[src/rtl/bm25_pkg.sv]
// bm25_pkg: shared constants, types and helpers for the bm25 term weight pipeline
// used by bm25_front, bm25_core, bm25_back and bm25_term_weight; no dependencies
package bm25_pkg;

    // fixed-point formats
    localparam int FRAC_BITS   = 16;
    localparam int W_WIDTH     = 24;
    localparam int LOG_FB      = 28;
    localparam int LOG_W       = 5 + LOG_FB;
    localparam int Q_BITS      = 2 + LOG_FB;
    localparam int CORE_STAGES = Q_BITS;
    localparam int TA_W        = 40;
    localparam int NUM_W       = 43;
    localparam int REM_W       = 45;
    localparam int IDF_W       = 32;
    localparam int PROD_W      = 62;
    localparam int SHIFT       = 2 * LOG_FB - FRAC_BITS;

    localparam logic [28:0]         LOG10_2_Q30 = 29'd323228497;
    localparam logic [63:0]         W_MAX       = 64'd8388607;
    localparam logic [63:0]         ROUND_HALF  = 64'd1 << (SHIFT - 1);

    // register indexes
    localparam logic REG_TOTAL_DOCS = 1'b0;
    localparam logic REG_AVG_LEN    = 1'b1;

    typedef enum logic [1:0] {
        ST_OK       = 2'd0,
        ST_AVG_ZERO = 2'd1,
        ST_DF_RANGE = 2'd2
    } status_t;

    // one word in flight through the log / divide stages
    typedef struct packed {
        logic                    vld;
        status_t                 status;
        logic                    active;
        logic [31:0]             m_n;
        logic [31:0]             m_d;
        logic [4:0]              e_n;
        logic [4:0]              e_d;
        logic [LOG_FB-1:0]       f_n;
        logic [LOG_FB-1:0]       f_d;
        logic [REM_W-1:0]        rem;
        logic [NUM_W-1:0]        den;
        logic [Q_BITS-1:0]       q;
    } core_t;

    // index of the top set bit (0 when x is zero)
    function automatic logic [4:0] msb_index(input logic [31:0] x);
        logic [4:0] idx;
        idx = 5'd0;
        for (int i = 0; i < 32; i++) begin
            if (x[i]) idx = 5'(i);
        end
        return idx;
    endfunction

endpackage

[src/rtl/bm25_front.sv]
// bm25_front: decode stages - status check, leading-one search, normalize,
// numerator and denominator of the tf term; uses bm25_pkg
module bm25_front (
    input  logic                   aclk,
    input  logic                   aresetn,
    input  logic                   advance,
    input  logic                   in_vld,
    input  logic [15:0]            term_freq,
    input  logic [31:0]            doc_freq,
    input  logic [23:0]            doc_len,
    input  logic [31:0]            total_docs,
    input  logic [23:0]            avg_len,
    output bm25_pkg::core_t        front_out
);

    logic                          f1_vld_reg;
    bm25_pkg::status_t             f1_status_reg, f1_status_next;
    logic                          f1_active_reg, f1_active_next;
    logic [31:0]                   f1_n_reg, f1_df_reg;
    logic [4:0]                    f1_en_reg, f1_ed_reg;
    logic [bm25_pkg::TA_W-1:0]     f1_ta_reg;
    logic [23:0]                   f1_a_reg, f1_len_reg;
    bm25_pkg::core_t               out_reg, out_next;
    logic [bm25_pkg::NUM_W-1:0]    ta_ext;

    // status and compute-enable
    always_comb begin
        if (avg_len == 24'd0) begin
            f1_status_next = bm25_pkg::ST_AVG_ZERO;
        end else if (doc_freq > total_docs) begin
            f1_status_next = bm25_pkg::ST_DF_RANGE;
        end else begin
            f1_status_next = bm25_pkg::ST_OK;
        end
        f1_active_next = (f1_status_next == bm25_pkg::ST_OK) &&
                         (doc_freq != 32'd0) && (term_freq != 16'd0);
    end

    // stage 1: capture, leading one, tf*avg product
    always_ff @(posedge aclk) begin
        if (!aresetn) begin
            f1_vld_reg <= 1'b0;
        end else if (advance) begin
            f1_vld_reg <= in_vld;
        end
        if (advance) begin
            f1_status_reg <= f1_status_next;
            f1_active_reg <= f1_active_next;
            f1_n_reg      <= total_docs;
            f1_df_reg     <= doc_freq;
            f1_en_reg     <= bm25_pkg::msb_index(total_docs);
            f1_ed_reg     <= bm25_pkg::msb_index(doc_freq);
            f1_ta_reg     <= bm25_pkg::TA_W'(term_freq) * bm25_pkg::TA_W'(avg_len);
            f1_a_reg      <= avg_len;
            f1_len_reg    <= doc_len;
        end
    end

    // stage 2: normalize mantissas, num = 6*tf*a, den = 2*tf*a + a + 3*len
    assign ta_ext = bm25_pkg::NUM_W'(f1_ta_reg);

    always_comb begin
        out_next        = '0;
        out_next.vld    = f1_vld_reg;
        out_next.status = f1_status_reg;
        out_next.active = f1_active_reg;
        out_next.m_n    = f1_n_reg << (5'd31 - f1_en_reg);
        out_next.m_d    = f1_df_reg << (5'd31 - f1_ed_reg);
        out_next.e_n    = f1_en_reg;
        out_next.e_d    = f1_ed_reg;
        out_next.rem    = bm25_pkg::REM_W'((ta_ext << 2) + (ta_ext << 1));
        out_next.den    = (ta_ext << 1) + bm25_pkg::NUM_W'(f1_a_reg)
                        + bm25_pkg::NUM_W'(f1_len_reg)
                        + (bm25_pkg::NUM_W'(f1_len_reg) << 1);
    end

    always_ff @(posedge aclk) begin
        if (!aresetn) begin
            out_reg.vld <= 1'b0;
        end else if (advance) begin
            out_reg <= out_next;
        end
    end

    assign front_out = out_reg;

endmodule

[config.mk]
export PLATFORM = sky130hd
export DESIGN_NAME = bm25_front
export DESIGN_NICKNAME = d
export VERILOG_FILES = /design/src/rtl/bm25_pkg.sv /design/src/rtl/bm25_front.sv
export SDC_FILE = /design/constraint.sdc
export NUM_CORES = 2
export LEC_CHECK = 0
export ABC_CLOCK_PERIOD_IN_PS = 9900
export BUFFER_PORTS_ARGS = -buffer_cell sky130_fd_sc_hd__buf_4
export CAP_MARGIN = 30
export CORE_ASPECT_RATIO = 1.25
export CORE_UTILIZATION = 61
export CTS_CLUSTER_DIAMETER = 200
export DETAILED_ROUTE_END_ITERATION = 10
export HOLD_SLACK_MARGIN = 0.12
export PLACE_DENSITY = 0.88
export REMOVE_ABC_BUFFERS = 1
export SLEW_MARGIN = 20
export SYNTH_ARGS = -nofsm -noshare
export SYNTH_HDL_FRONTEND = slang
export SYNTH_SLANG_ARGS = --single-unit
[constraint.sdc]
create_clock -name aclk -period 9.9 [get_ports aclk]
set_clock_uncertainty 0.2 [all_clocks]
set_input_delay 0.99 -clock aclk [delete_from_list [all_inputs] [get_ports aclk]]
set_output_delay 0.99 -clock aclk [all_outputs]
set_load 0.01 [all_outputs]
Word-level counts from Yosys, hierarchy flattened
Cells that the tools add are included.

storage, ports and cells
  logic and storage cells = 114
  input bits = 132
  output and inout bits = 252
  bits in registers = 332

cells by class
  mux-type cells = 62
  $lt $le $gt $ge = 1
  multipliers = 1
  shift operators = 2
  reduce and logical (&&, ||, !) cells = 15
  add/sub/neg operators = 6

operators with widths
  cell                                    count
  two-way mux 5 bit                       28
  two-way mux 4 bit                       16
  left shift 32 x 5 -> 32 bit             2
  adder 42 x 24 -> 43 bit                 1
  adder 42 x 41 -> 43 bit                 1
  adder 43 x 25 -> 43 bit                 1
  adder 41 x 24 -> 42 bit                 1
  multiplier 16 x 24 -> 40 bit            1
  > comparator 32 bit                     1
  nonzero test 32 bit                     1
  OR reduction 16 bit                     2
  zero test 24 bit                        1
  two-way mux 3 bit                       8
  nonzero test 16 bit                     1
  OR reduction 8 bit                      2
  two-way mux 2 bit                       6
  subtractor 5 bit, first input constant  2
  OR reduction 4 bit                      2
  two-way mux 1 bit                       4
  OR reduction 2 bit                      2
  logical AND 1 bit                       2
  zero test 2 bit                         1
  AND reduction 2 bit                     1

Depth between registers and ports, before layout
  depth in word-level cells = 30
  mapped depth = 26
  depth with buffers taken out = 25

Worst setup path after synthesis
Ideal clock, no wire load.

  kind = input port to flip-flop
  start = in term_freq[9]
  end = reg f1_ta_reg[33] (netlist bit), data pin
  stages on the path = 26
  data required time = 9441 ps
  path slack = 2351 ps
  arrival = 7090 ps
  path buffers = 2
  setup time = 259 ps
  path through = clkbuf_1 clkbuf_1 nand2_1 fa_1 inv_1 fa_1 inv_1 fa_1 inv_1 fa_1 fa_1 inv_1 fa_1 inv_1 ha_1 a21o_1 a21oi_2 o21ai_1 a31o_1 or3_4 o21ai_2 a31oi_1 o41a_1 a21o_1 a21oi_2 xnor2_1

between the ends
  longest elaborated chain between the ends = 1

ends and longest elaborated chain
  element                       line              RTL
  start, declared               bm25_front.sv:8   input logic [15:0] term_freq,
  multiplier 16 x 24 -> 40 bit  bm25_front.sv:53  f1_ta_reg <= bm25_pkg::TA_W'(term_freq) * bm25_pkg::TA_W'(avg_len);
  end signal, assigned          bm25_front.sv:53
  end, declared                 bm25_front.sv:21  logic [bm25_pkg::TA_W-1:0] f1_ta_reg;

No other way between the ends.
A chain may end at the register's enable or synchronous reset.

Worst setup path in the final report
  start = in term_freq[6]
  end = reg f1_ta_reg[38] (netlist bit), data pin

Same word-level chain as after synthesis.

==> impl_results.md <==
* Status: finished clean
* Final setup violation count at 0
* Avg Inst Size Synth at 10.4 sq um
* Synth Register Bits at 328
* Max Cap Violations at 0
* Layer with the highest usage: met2
* Largest net degree at the start of global routing at 79
* Die width at 205 microns
* Setup CP Type: in -> reg
* Routability cong. at 0.959
* Initial core utilization at 62.0%
* EDFF count, synth at 326
* Hold Crit Depth at 0
* Starting DRT DRC Count at 1731
* Vias at 22700
* Largest cells by area after synthesis: edfxtp_1, fa_1, ha_1, inv_1, nand2_1
* Hold path endpoint: front_out[249]
* Post-synthesis sequential area ratio at 31.3%
* Most common flop cell mapped by yosys: edfxtp_1
* Fillers at 3663
* Setup Fix Bufs, Post-CTS at 0
* Crit path max-delay cell type: fa_1
* R2r setup slk at 4.74 ns
* Final Hold Fails at 0
* Delay-heaviest family, CP: adder cells
* Worst hold path type: reg -> reg
* Worst path arrival time at 7.45 ns
* Commonest non-fill, non-tap cell in the layout: inv_1
* Ant. Diodes at 0
* # nets final at 3938
* Syn Inst Count at 3007
* Critical Path Fanout Max at 25
* FF-to-FF Start: f1_ta_reg[1]
* # DRC at 0
* Met3 usage at 5.63%
* Synthesis Warnings at 0
* Drt pass-1 iters at 6
* Clock Tree Buf Depth at 3
* Layout area overhead at 11.2%
* Worst hold start: f1_status_reg[0]
* Vias in the first global route at 23400
* Post-synth top area share at 31.2%
* Max reg flops at 162
* Fin Setup TNS at 0 ns
* Yosys cell types at 79
* CP peak stage delay at 0.56 ns
* DP Cell Count at 3858
* TritonCTS clock tree: yes
* Fin crit share at 74.6%
* R2R cell count at 16
* Drt wl/cell at 19.7 microns
* Layout cells sized above 1 at 13.2%
* Count of pins over their slew limit at 0
* Largest area contributor in the netlist: edfxtp_1
* Met1 GRT Util at 35.8%
* Initial antenna violation count at 1
* CP startpoint kind: primary input
* Gr ovfl total at 0
* Critical path required time at 9.97 ns
* Post-CTS resize count at 0
* Number of port buffers at 293
* Most used cell, CP: fa_1
* Num CTS Buffers at 35
* Setup crit end kind: flop
* Die Footprint at 52400 sq um
* Vias per cell at 5.80
* Worst-Skew Late Latency at 0.54 ns
* Die height at 256 microns
* Mapped Area at 31400 sq um
* Core Region at 50600 sq um
* Layout Cells excl Fill at 3922
* Fmax at 0.135 GHz
* Root buffer cell: clkbuf_16
* First-pass GRT wire length at 121 mm
* Reg-to-Reg End: front_out[70]
* Worst vdd ir at 0.000375 V
* RSZ-0062 raised after global routing: false
* Post-DP HPWL at 60.5 mm
* Clock slew at reported path FFs at 0.06 ns
* Worst-Margin Slew at 0.923 ns
* Buf/Inv on CP at 6
* Tmin final at 7.38 ns
* Routed WL at 77.2 mm
* Num Clock Sinks at 328
* # IOs at 384
* H-Tree Level Count at 2
* ANT nets after route at 0
* Pwr dens at 378 nW/um^2
* Met2 usage at 52.5%
* GRT Util Overall at 29.7%
* Slew headroom at 38.4%
* Commonest cells after routing, fill and taps aside: inv_1, nand2_1, fa_1
* Leak Pwr at 15.8 nW
* Ys async rst share at 0%
* Hold_buf cts at 0
* FP Rows at 92
cell families after synthesis:
logic type	after synthesis	synth area share, %
DFF	328	31.3
muxes	112	4.47
other	1	0.0119
xor gates and xnor gates	104	2.90
AOI/OAI and AO/OA	458	9.54
adders and majority gates	568	31.1
and+or+nand+nor	807	12.1
buffers and inverters	629	8.60
per-layer routing:
metal	wire length (microns)	vias to the layer above
li1	-	10300
met1	27200	11000
met2	39600	1190
met3	7660	213
met4	2800	2
met5	12	-
report_power, final:
group | switching, mW | internal, mW
registers | 0.186 | 2.36
logic | 5.27 | 4.08
clock network | 0.560 | 0.751
synth_stat cells, types with 23 or more instances:
cell type  count
edfxtp_1     326
xnor2_1       76
clkbuf_1     104
o211ai_1      25
fa_1         354
o21ai_0       90
buf_4         90
ha_1         214
nor2b_1       29
a21oi_1      122
mux2i_1       66
nand4_1       23
a21o_1        60
o21a_1        33
mux2_2        26
inv_1        425
and2_1       159
nor2_1       138
xor2_1        28
nand3_1       26
nand2_1      355
area by class of cell:
class	instances	area [sq um]	area share, %
Clock buffer	41	918	2.63
Inverter	427	1600	4.59
Sequential cell	328	9830	28.1
Clock inverter	22	219	0.627
Tap cell	658	823	2.36
Multi-Input combinational cell	2139	19200	55.0
Timing Repair Buffer	307	2330	6.66
stage by stage:
stage / instance area [sq um] / util, % / power, mW / setup slack [ns] / hold WS (ns)
floorplan: 30700 / - / 9.62 / 2.86 / 0.200
global placement: 33800 / 66.7 / 11.4 / 2.27 / 0.204
detailed placement: 33800 / 66.7 / 11.8 / 2.12 / 0.205
CTS: 34900 / 68.9 / 13.2 / 2.62 / 0.221
global route: 34900 / 69.0 / 14.4 / 2.34 / 0.222
finish: 34900 / 69.0 / 13.2 / 2.52 / 0.220
worst register-to-register path, stage by stage (launching register included):
cell      delay (ns)
edfxtp_1        0.52
fa_1            0.55
fa_1            0.50
ha_1            0.18
inv_1           0.07
fa_1            0.46
nor2b_1         0.14
o21ai_0         0.12
a21boi_1        0.31
o211ai_1        0.19
a21oi_1         0.27
a31o_2          0.27
a21oi_1         0.14
o31a_1          0.34
nor2b_2         0.30
nand4_1         0.17
xnor2_1         0.16
how the worst max path moves through the flow:
stage	startpoint	end	slack [ns]	cells after the start
2_1_floorplan	avg_len[8]	f1_ta_reg[33]	2.86	24
3_3_place_gp	term_freq[6]	f1_ta_reg[38]	2.27	25
3_5_place_dp	term_freq[6]	f1_ta_reg[38]	2.12	25
4_1_cts	term_freq[6]	f1_ta_reg[38]	2.62	25
5_1_grt	term_freq[6]	f1_ta_reg[33]	2.34	25
6_report	term_freq[6]	f1_ta_reg[38]	2.52	25
Note: power is estimated with default switching activity, not from simulation.
