File: src/rtl/bm25_pkg.sv
// bm25_pkg: shared constants, types and helpers for the bm25 term weight pipeline
// used by bm25_front, bm25_core, bm25_back and bm25_term_weight; no dependencies
package bm25_pkg;

    // fixed-point formats
    localparam int FRAC_BITS   = 16;
    localparam int W_WIDTH     = 24;
    localparam int LOG_FB      = 28;
    localparam int LOG_W       = 5 + LOG_FB;
    localparam int Q_BITS      = 2 + LOG_FB;
    localparam int CORE_STAGES = Q_BITS;
    localparam int TA_W        = 40;
    localparam int NUM_W       = 43;
    localparam int REM_W       = 45;
    localparam int IDF_W       = 32;
    localparam int PROD_W      = 62;
    localparam int SHIFT       = 2 * LOG_FB - FRAC_BITS;

    localparam logic [28:0]         LOG10_2_Q30 = 29'd323228497;
    localparam logic [63:0]         W_MAX       = 64'd8388607;
    localparam logic [63:0]         ROUND_HALF  = 64'd1 << (SHIFT - 1);

    // register indexes
    localparam logic REG_TOTAL_DOCS = 1'b0;
    localparam logic REG_AVG_LEN    = 1'b1;

    typedef enum logic [1:0] {
        ST_OK       = 2'd0,
        ST_AVG_ZERO = 2'd1,
        ST_DF_RANGE = 2'd2
    } status_t;

    // one word in flight through the log / divide stages
    typedef struct packed {
        logic                    vld;
        status_t                 status;
        logic                    active;
        logic [31:0]             m_n;
        logic [31:0]             m_d;
        logic [4:0]              e_n;
        logic [4:0]              e_d;
        logic [LOG_FB-1:0]       f_n;
        logic [LOG_FB-1:0]       f_d;
        logic [REM_W-1:0]        rem;
        logic [NUM_W-1:0]        den;
        logic [Q_BITS-1:0]       q;
    } core_t;

    // index of the top set bit (0 when x is zero)
    function automatic logic [4:0] msb_index(input logic [31:0] x);
        logic [4:0] idx;
        idx = 5'd0;
        for (int i = 0; i < 32; i++) begin
            if (x[i]) idx = 5'(i);
        end
        return idx;
    endfunction

endpackage

File: src/rtl/bm25_back.sv
// bm25_back: idf from the log difference, idf * tfn product, rounding and
// saturation; uses bm25_pkg
module bm25_back (
    input  logic                          aclk,
    input  logic                          aresetn,
    input  logic                          advance,
    input  bm25_pkg::core_t               back_in,
    output logic                          back_vld,
    output logic [bm25_pkg::W_WIDTH-1:0]  back_weight,
    output bm25_pkg::status_t             back_status
);

    logic                          b1_vld_reg, b2_vld_reg, b3_vld_reg;
    bm25_pkg::status_t             b1_status_reg, b2_status_reg, b3_status_reg;
    logic                          b1_active_reg, b2_active_reg, b3_active_reg;
    logic [bm25_pkg::LOG_W-1:0]    b1_d_reg, b1_d_next;
    logic [bm25_pkg::Q_BITS-1:0]   b1_q_reg, b2_q_reg;
    logic [bm25_pkg::IDF_W-1:0]    b2_idf_reg;
    logic [bm25_pkg::PROD_W-1:0]   b3_prod_reg;
    logic [bm25_pkg::LOG_W-1:0]    ln, ld;
    logic [61:0]                   idf_full;
    logic [63:0]                   rounded;

    // log difference, clamped at zero
    assign ln = {back_in.e_n, back_in.f_n};
    assign ld = {back_in.e_d, back_in.f_d};
    assign b1_d_next = (ln > ld) ? (ln - ld) : '0;

    assign idf_full = 62'(b1_d_reg) * 62'(bm25_pkg::LOG10_2_Q30);

    always_ff @(posedge aclk) begin
        if (!aresetn) begin
            b1_vld_reg <= 1'b0;
            b2_vld_reg <= 1'b0;
            b3_vld_reg <= 1'b0;
        end else if (advance) begin
            b1_vld_reg <= back_in.vld;
            b2_vld_reg <= b1_vld_reg;
            b3_vld_reg <= b2_vld_reg;
        end
        if (advance) begin
            b1_status_reg <= back_in.status;
            b1_active_reg <= back_in.active;
            b1_d_reg      <= b1_d_next;
            b1_q_reg      <= back_in.q;
            b2_status_reg <= b1_status_reg;
            b2_active_reg <= b1_active_reg;
            b2_idf_reg    <= idf_full[61:30];
            b2_q_reg      <= b1_q_reg;
            b3_status_reg <= b2_status_reg;
            b3_active_reg <= b2_active_reg;
            b3_prod_reg   <= bm25_pkg::PROD_W'(b2_idf_reg) * bm25_pkg::PROD_W'(b2_q_reg);
        end
    end

    // round half up, saturate, zero when not computed
    assign rounded = (64'(b3_prod_reg) + bm25_pkg::ROUND_HALF) >> bm25_pkg::SHIFT;

    always_comb begin
        if (!b3_active_reg) begin
            back_weight = '0;
        end else if (rounded > bm25_pkg::W_MAX) begin
            back_weight = bm25_pkg::W_WIDTH'(bm25_pkg::W_MAX);
        end else begin
            back_weight = rounded[bm25_pkg::W_WIDTH-1:0];
        end
    end

    assign back_vld    = b3_vld_reg;
    assign back_status = b3_status_reg;

endmodule

File: config.mk
export PLATFORM = sky130hd
export DESIGN_NAME = bm25_back
export DESIGN_NICKNAME = d
export VERILOG_FILES = /design/src/rtl/bm25_pkg.sv /design/src/rtl/bm25_back.sv
export SDC_FILE = /design/constraint.sdc
export NUM_CORES = 2
export LEC_CHECK = 0
export BUFFER_PORTS_ARGS = -buffer_cell sky130_fd_sc_hd__buf_2
export CAP_MARGIN = 20
export CORE_ASPECT_RATIO = 0.75
export CORE_UTILIZATION = 55
export CTS_CLUSTER_DIAMETER = 120
export DETAILED_ROUTE_END_ITERATION = 8
export HOLD_SLACK_MARGIN = 0.12
export PLACE_DENSITY = 0.78
export SETUP_SLACK_MARGIN = 0.5
export SYNTH_ARGS = -nofsm -noshare
export SYNTH_HDL_FRONTEND = slang
export SYNTH_SLANG_ARGS = --single-unit
export TNS_END_PERCENT = 50
File: constraint.sdc
create_clock -name aclk -period 9.6 [get_ports aclk]
set_input_delay 0 -clock aclk [delete_from_list [all_inputs] [get_ports aclk]]
set_output_delay 0 -clock aclk [all_outputs]
set_load 0.02 [all_outputs]
# == After elaboration in Yosys (flattened, before gate mapping) ==
# Index checks and enable logic that the tools add are counted.
# word_totals
output_inout_bits,27
register_bits,199
inputBits,255
latch_bits,0
romBits,0
memories,0
ram_bits,0
# classes
shift,0
eq_ne,0
bitwise_logic,0
n_mux,2
multipliers,2
addsub,2
div_mod_pow,0
reduce_logical,0
order_cmp,2
# op_table
cell,count
$add 62x40->63 const B,1
$mul 32x30->62,1
$mul 33x29->62 const B,1
$mux 23,2
$gt 33x33->1,1
$sub 33x33->33,1
$gt 23x23->1 const B,1

# == Depth between registers and ports, before layout ==
# depth
ltp_word,4
ltp_mapped,29

# == Least setup slack after synthesis ==
# No wires, ideal clock.
# synth_path
kind,flip-flop to flip-flop
from,register b2_q_reg[3] in the netlist's numbering
to,"register b3_prod_reg[61] in the netlist's numbering, data pin"
t_arrival_ps,6901
setup_time_ps,260
setup_slack_ps,2439
stages_incl_launch_ff,28
synth_period_minus_slack_ps,7161
cell_sequence,edfxtp_1 -> clkbuf_1 -> and2_1 -> fa_1 -> fa_1 -> fa_1 -> inv_1 -> fa_1 -> inv_1 -> fa_1 -> inv_1 -> fa_1 -> inv_1 -> fa_1 -> inv_1 -> fa_1 -> inv_1 -> ha_1 -> a21oi_1 -> nand4_1 -> nor4_1 -> a22oi_1 -> nand3_1 -> a21oi_2 -> o41ai_4 -> o2111ai_2 -> a21oi_2 -> xnor2_1
# synth_between
elab_chain_len,1
# synth_rtl
element,line_no,text
start: declaration,bm25_back.sv:17,"logic [bm25_pkg::Q_BITS-1:0] b1_q_reg, b2_q_reg;"
start signal: assignment,bm25_back.sv:49,b2_q_reg <= b1_q_reg;
$mul 32x30->62,bm25_back.sv:52,b3_prod_reg <= bm25_pkg::PROD_W'(b2_idf_reg) * bm25_pkg::PROD_W'(b2_q_reg);
end signal: assignment,bm25_back.sv:52,
end: declaration,bm25_back.sv:19,logic [bm25_pkg::PROD_W-1:0] b3_prod_reg;
# Every way passes these cells.
# A chain may end at the register's enable or synchronous reset.

# == Worst setup path in the final report ==
# layout_path
from,register b2_idf_reg[5] in the netlist's numbering
to,"register b3_prod_reg[49] in the netlist's numbering, data pin"
# layout_between
elab_chain_len,1
# layout_rtl
element,line_no,text
start: declaration,bm25_back.sv:18,logic [bm25_pkg::IDF_W-1:0] b2_idf_reg;
start signal: assignment,bm25_back.sv:48,b2_idf_reg <= idf_full[61:30];
$mul 32x30->62,bm25_back.sv:52,
# Every way passes these cells.

==> flow_summary_export.csv <==
group,metric,value,unit
detailed_routing,drt_pass1_iterations,6,
clocking,cts.clk_slew.worst_paths,0.09,ns
clocking,cts_setup_buffers,0,
floorplanning,core_area,91500,µm²
synth,synth_simple_gate_area_frac,0.133,
synth,synth_compound_area_frac,0.0510,
clocking,tritoncts,"yes",
sta,min_period,8.60,ns
synth,yosysSeqAreaShare,0.0938,
global_routing,grt_start_max_net_pins,107,
floorplanning,rows,96,
sta,worstMarginPinSlew,1.25,ns
place,dp_hpwl,105000,µm
synth,syn_inst,5290,
synth,yosys_warnings,0,
synth,synth_edf_count,157,
detailed_routing,vias,36600,
synth,synth_fa_ha_area_frac,0.589,
floorplanning,ioPinCount,282,
synth,ys.flop_type,"edfxtp_1",
critical_path,cp.arrival,8.87,ns
status,status,"complete, no violations",
clocking,numCtsBuffers,17,
clocking,cts_max_level,4,
sta,slew_viol_final,0,
sta,tns,0,ns
sta,skew,0.0311,ns
sta,fmax,0.116,GHz
synth,synthMuxAreaShare,0.000787,
synth,synth.net_count,7292,
global_routing,antenna_found_initial,4,
detailed_routing,drtIter0Drc,3089,
hold_path,hp-class,"in -> reg",
floorplanning,die_h,265,µm
run,drv_cap,0,
sta,period_share,0.896,
detailed_routing,wl,131000,µm
sta,relSlewSlack,0.168,
sta,rsz0062_at_grt,"no",
place,place.gp.congestion,0.966,
global_routing,grt_pass1_wl,211000,µm
critical_path,worstSetupEndpointType,"flop",
clocking,clk_latency,0.52,ns
detailed_routing,ant_nets,0,
floorplanning,fp.dieW,353,µm
floorplanning,initial_core_util,0.556,
synth,ys_ff_latch,160,
critical_path,crit_type,"reg -> reg",
clocking,cts_max_path_buffers,2,
critical_path,cp-start-kind,"flop",
global_routing,grt.total_usage,0.291,
clocking,root_buffer,"clkbuf_16",
cells_and_area,drive_above_1_share,0.0524,
synth,ys_types,72,
place,numPortBuffers,128,
sta,hold_viol_final,0,
global_routing,grt_pass1_vias,38800,
critical_path,required,9.87,ns
detailed_routing,wire_per_inst,19.7,µm
synth,syn_area_per_cell,9.62,µm²
cells_and_area,final_nets,7410,
detailed_routing,drc,0,
floorplanning,dieArea,93800,µm²
global_routing,overflow,0,
synth,synthArstFlopShare,0,
clocking,ctsResizeCount,0,
detailed_routing,viasPerCell,5.50,
sta,setup_viol_count_final,0,
cells_and_area,largest_register_ffs,33,
critical_path,cp_max_fo,16,
cells_and_area,synthToLayoutAreaGrowth,7.11,%
clocking,cts_num_sinks,160,
clocking,ctsHoldBuffers,79,
synth,syn_area,50900,µm²
synth,synth_top_family_by_area,"adder cells",
synth,synth-xor-area-share,0.0158,
[layer usage]
layer	up-vias	track usage	routed length (µm)	share of wire
met2	1852	0.435	56600	0.43
met4	0	0.0818	3780	0.029
met3	264	0.0665	15500	0.12
li1	16100	-	-	-
met5	-	0	0	0
met1	18300	0.423	54800	0.42
[worst paths after layout]
path	from	cells past startpoint	end	slack, ns
setup / recovery	b2_idf_reg[5]$_DFFE_PP_	24	b3_prod_reg[49]$_DFFE_PP_	1.00
hold / removal	advance	1	b3_prod_reg[56]$_DFFE_PP_	0.12
setup reg to reg	b2_idf_reg[5]$_DFFE_PP_	24	b3_prod_reg[49]$_DFFE_PP_	1.00
hold reg to reg	b1_q_reg[12]$_DFFE_PP_	0	b2_q_reg[12]$_DFFE_PP_	0.42
[kinds of logic after synthesis]
| group | after synthesis |
|---|---|
| buf+inv | 1579 |
| xor+xnor | 92 |
| simple gates | 1321 |
| other cells | 1 |
| compound gates | 386 |
| mux | 4 |
| fa+ha+maj | 1747 |
| flops | 160 |
[cells in the mapped netlist (all sizes together) (3+ instances only)]
cell type,number,area (µm²)
o221ai,4,35.0
nor3,26,135
mux2i,4,40.0
o41ai,3,52.6
inv,1372,5150
xnor2,62,543
nor2b,18,113
a31oi,18,113
a211o,3,26.3
o22ai,3,25.0
nand2b,12,75.1
nand3,43,215
and3,14,87.6
a221oi,6,65.1
o21ai,60,300
o21a,15,113
nor4,8,50.1
nand4,28,175
a2111oi,4,36.3
and2,581,3630
and4,3,26.3
clkbuf,201,754
o2111ai,5,50.0
ha,668,8360
o211ai,8,60.1
nor2,85,319
nand2,486,1820
or3,4,25.0
o31ai,9,110
buf,6,32.5
a211oi,8,65.1
a21oi,123,638
o21bai,17,128
dfxtp,3,60.1
or2,5,31.3
xor2,30,263
nor3b,4,30.0
edfxtp,157,4710
a21o,79,593
fa,1079,21600
a21boi,6,45.0
[per-stage QoR]
stage | util | setup slack (ns) | hold WS [ns] | area (µm²) | cells
after CTS | 0.595 | 1.08 | 0.124 | 54500 | 6644
final | 0.596 | 1.00 | 0.124 | 54500 | 6647
after floorplan | - | 2.44 | 0.0989 | 50900 | 5290
after global placement | 0.579 | 1.11 | 0.177 | 53000 | 6531
after global routing | 0.596 | 0.679 | 0.186 | 54500 | 6646
after detailed placement | 0.580 | 1.10 | 0.178 | 53100 | 6533
[layout make-up]
type | count | area (µm²)
Antenna cell | 1 | 2.50
Clock buffer | 17 | 425
Clock inverter | 15 | 165
Fill cell | 7543 | 37000
Inverter | 1372 | 5150
Multi-Input combinational cell | 3551 | 40200
Sequential cell | 160 | 4770
Tap cell | 1225 | 1530
Timing Repair Buffer | 306 | 2270
[cell usage in the layout, fill, tap and decap left out, types with 17 or more instances in the layout]
cell,netlist,layout
a21o_1,79,79
a21oi_1,117,117
a31oi_1,18,18
and2_1,581,581
buf_2,5,127
buf_4,1,94
clkbuf_16,0,17
dlygate4sd3_1,0,79
edfxtp_1,157,157
fa_1,1079,1079
ha_1,668,668
inv_1,1372,1372
nand2_1,486,486
nand3_1,43,43
nand4_1,28,28
nor2_1,85,85
nor2b_1,18,18
nor3_1,25,25
o21ai_0,56,56
o21bai_1,17,17
xnor2_1,62,62
xor2_1,30,30
[worst max-delay path, cell delays in order (launching register included)]
cell and delay [ns]:
edfxtp_1 0.93, buf_4 0.41, and2_1 0.19, fa_1 0.53, fa_1 0.55, inv_1 0.05, fa_1 0.42, fa_1 0.44
inv_1 0.08, fa_1 0.44, fa_1 0.55, fa_1 0.50, inv_1 0.05, fa_1 0.47, inv_1 0.05, ha_1 0.33
nand2_1 0.08, a21oi_1 0.14, o21ai_0 0.41, a2111o_1 0.58, a311o_1 0.37, a31oi_1 0.31, o21ai_0 0.21, a31oi_1 0.20
nand2_1 0.08
Power is not shown: default switching activity piles up to over one toggle a cycle in this logic, so the estimate is an artifact.
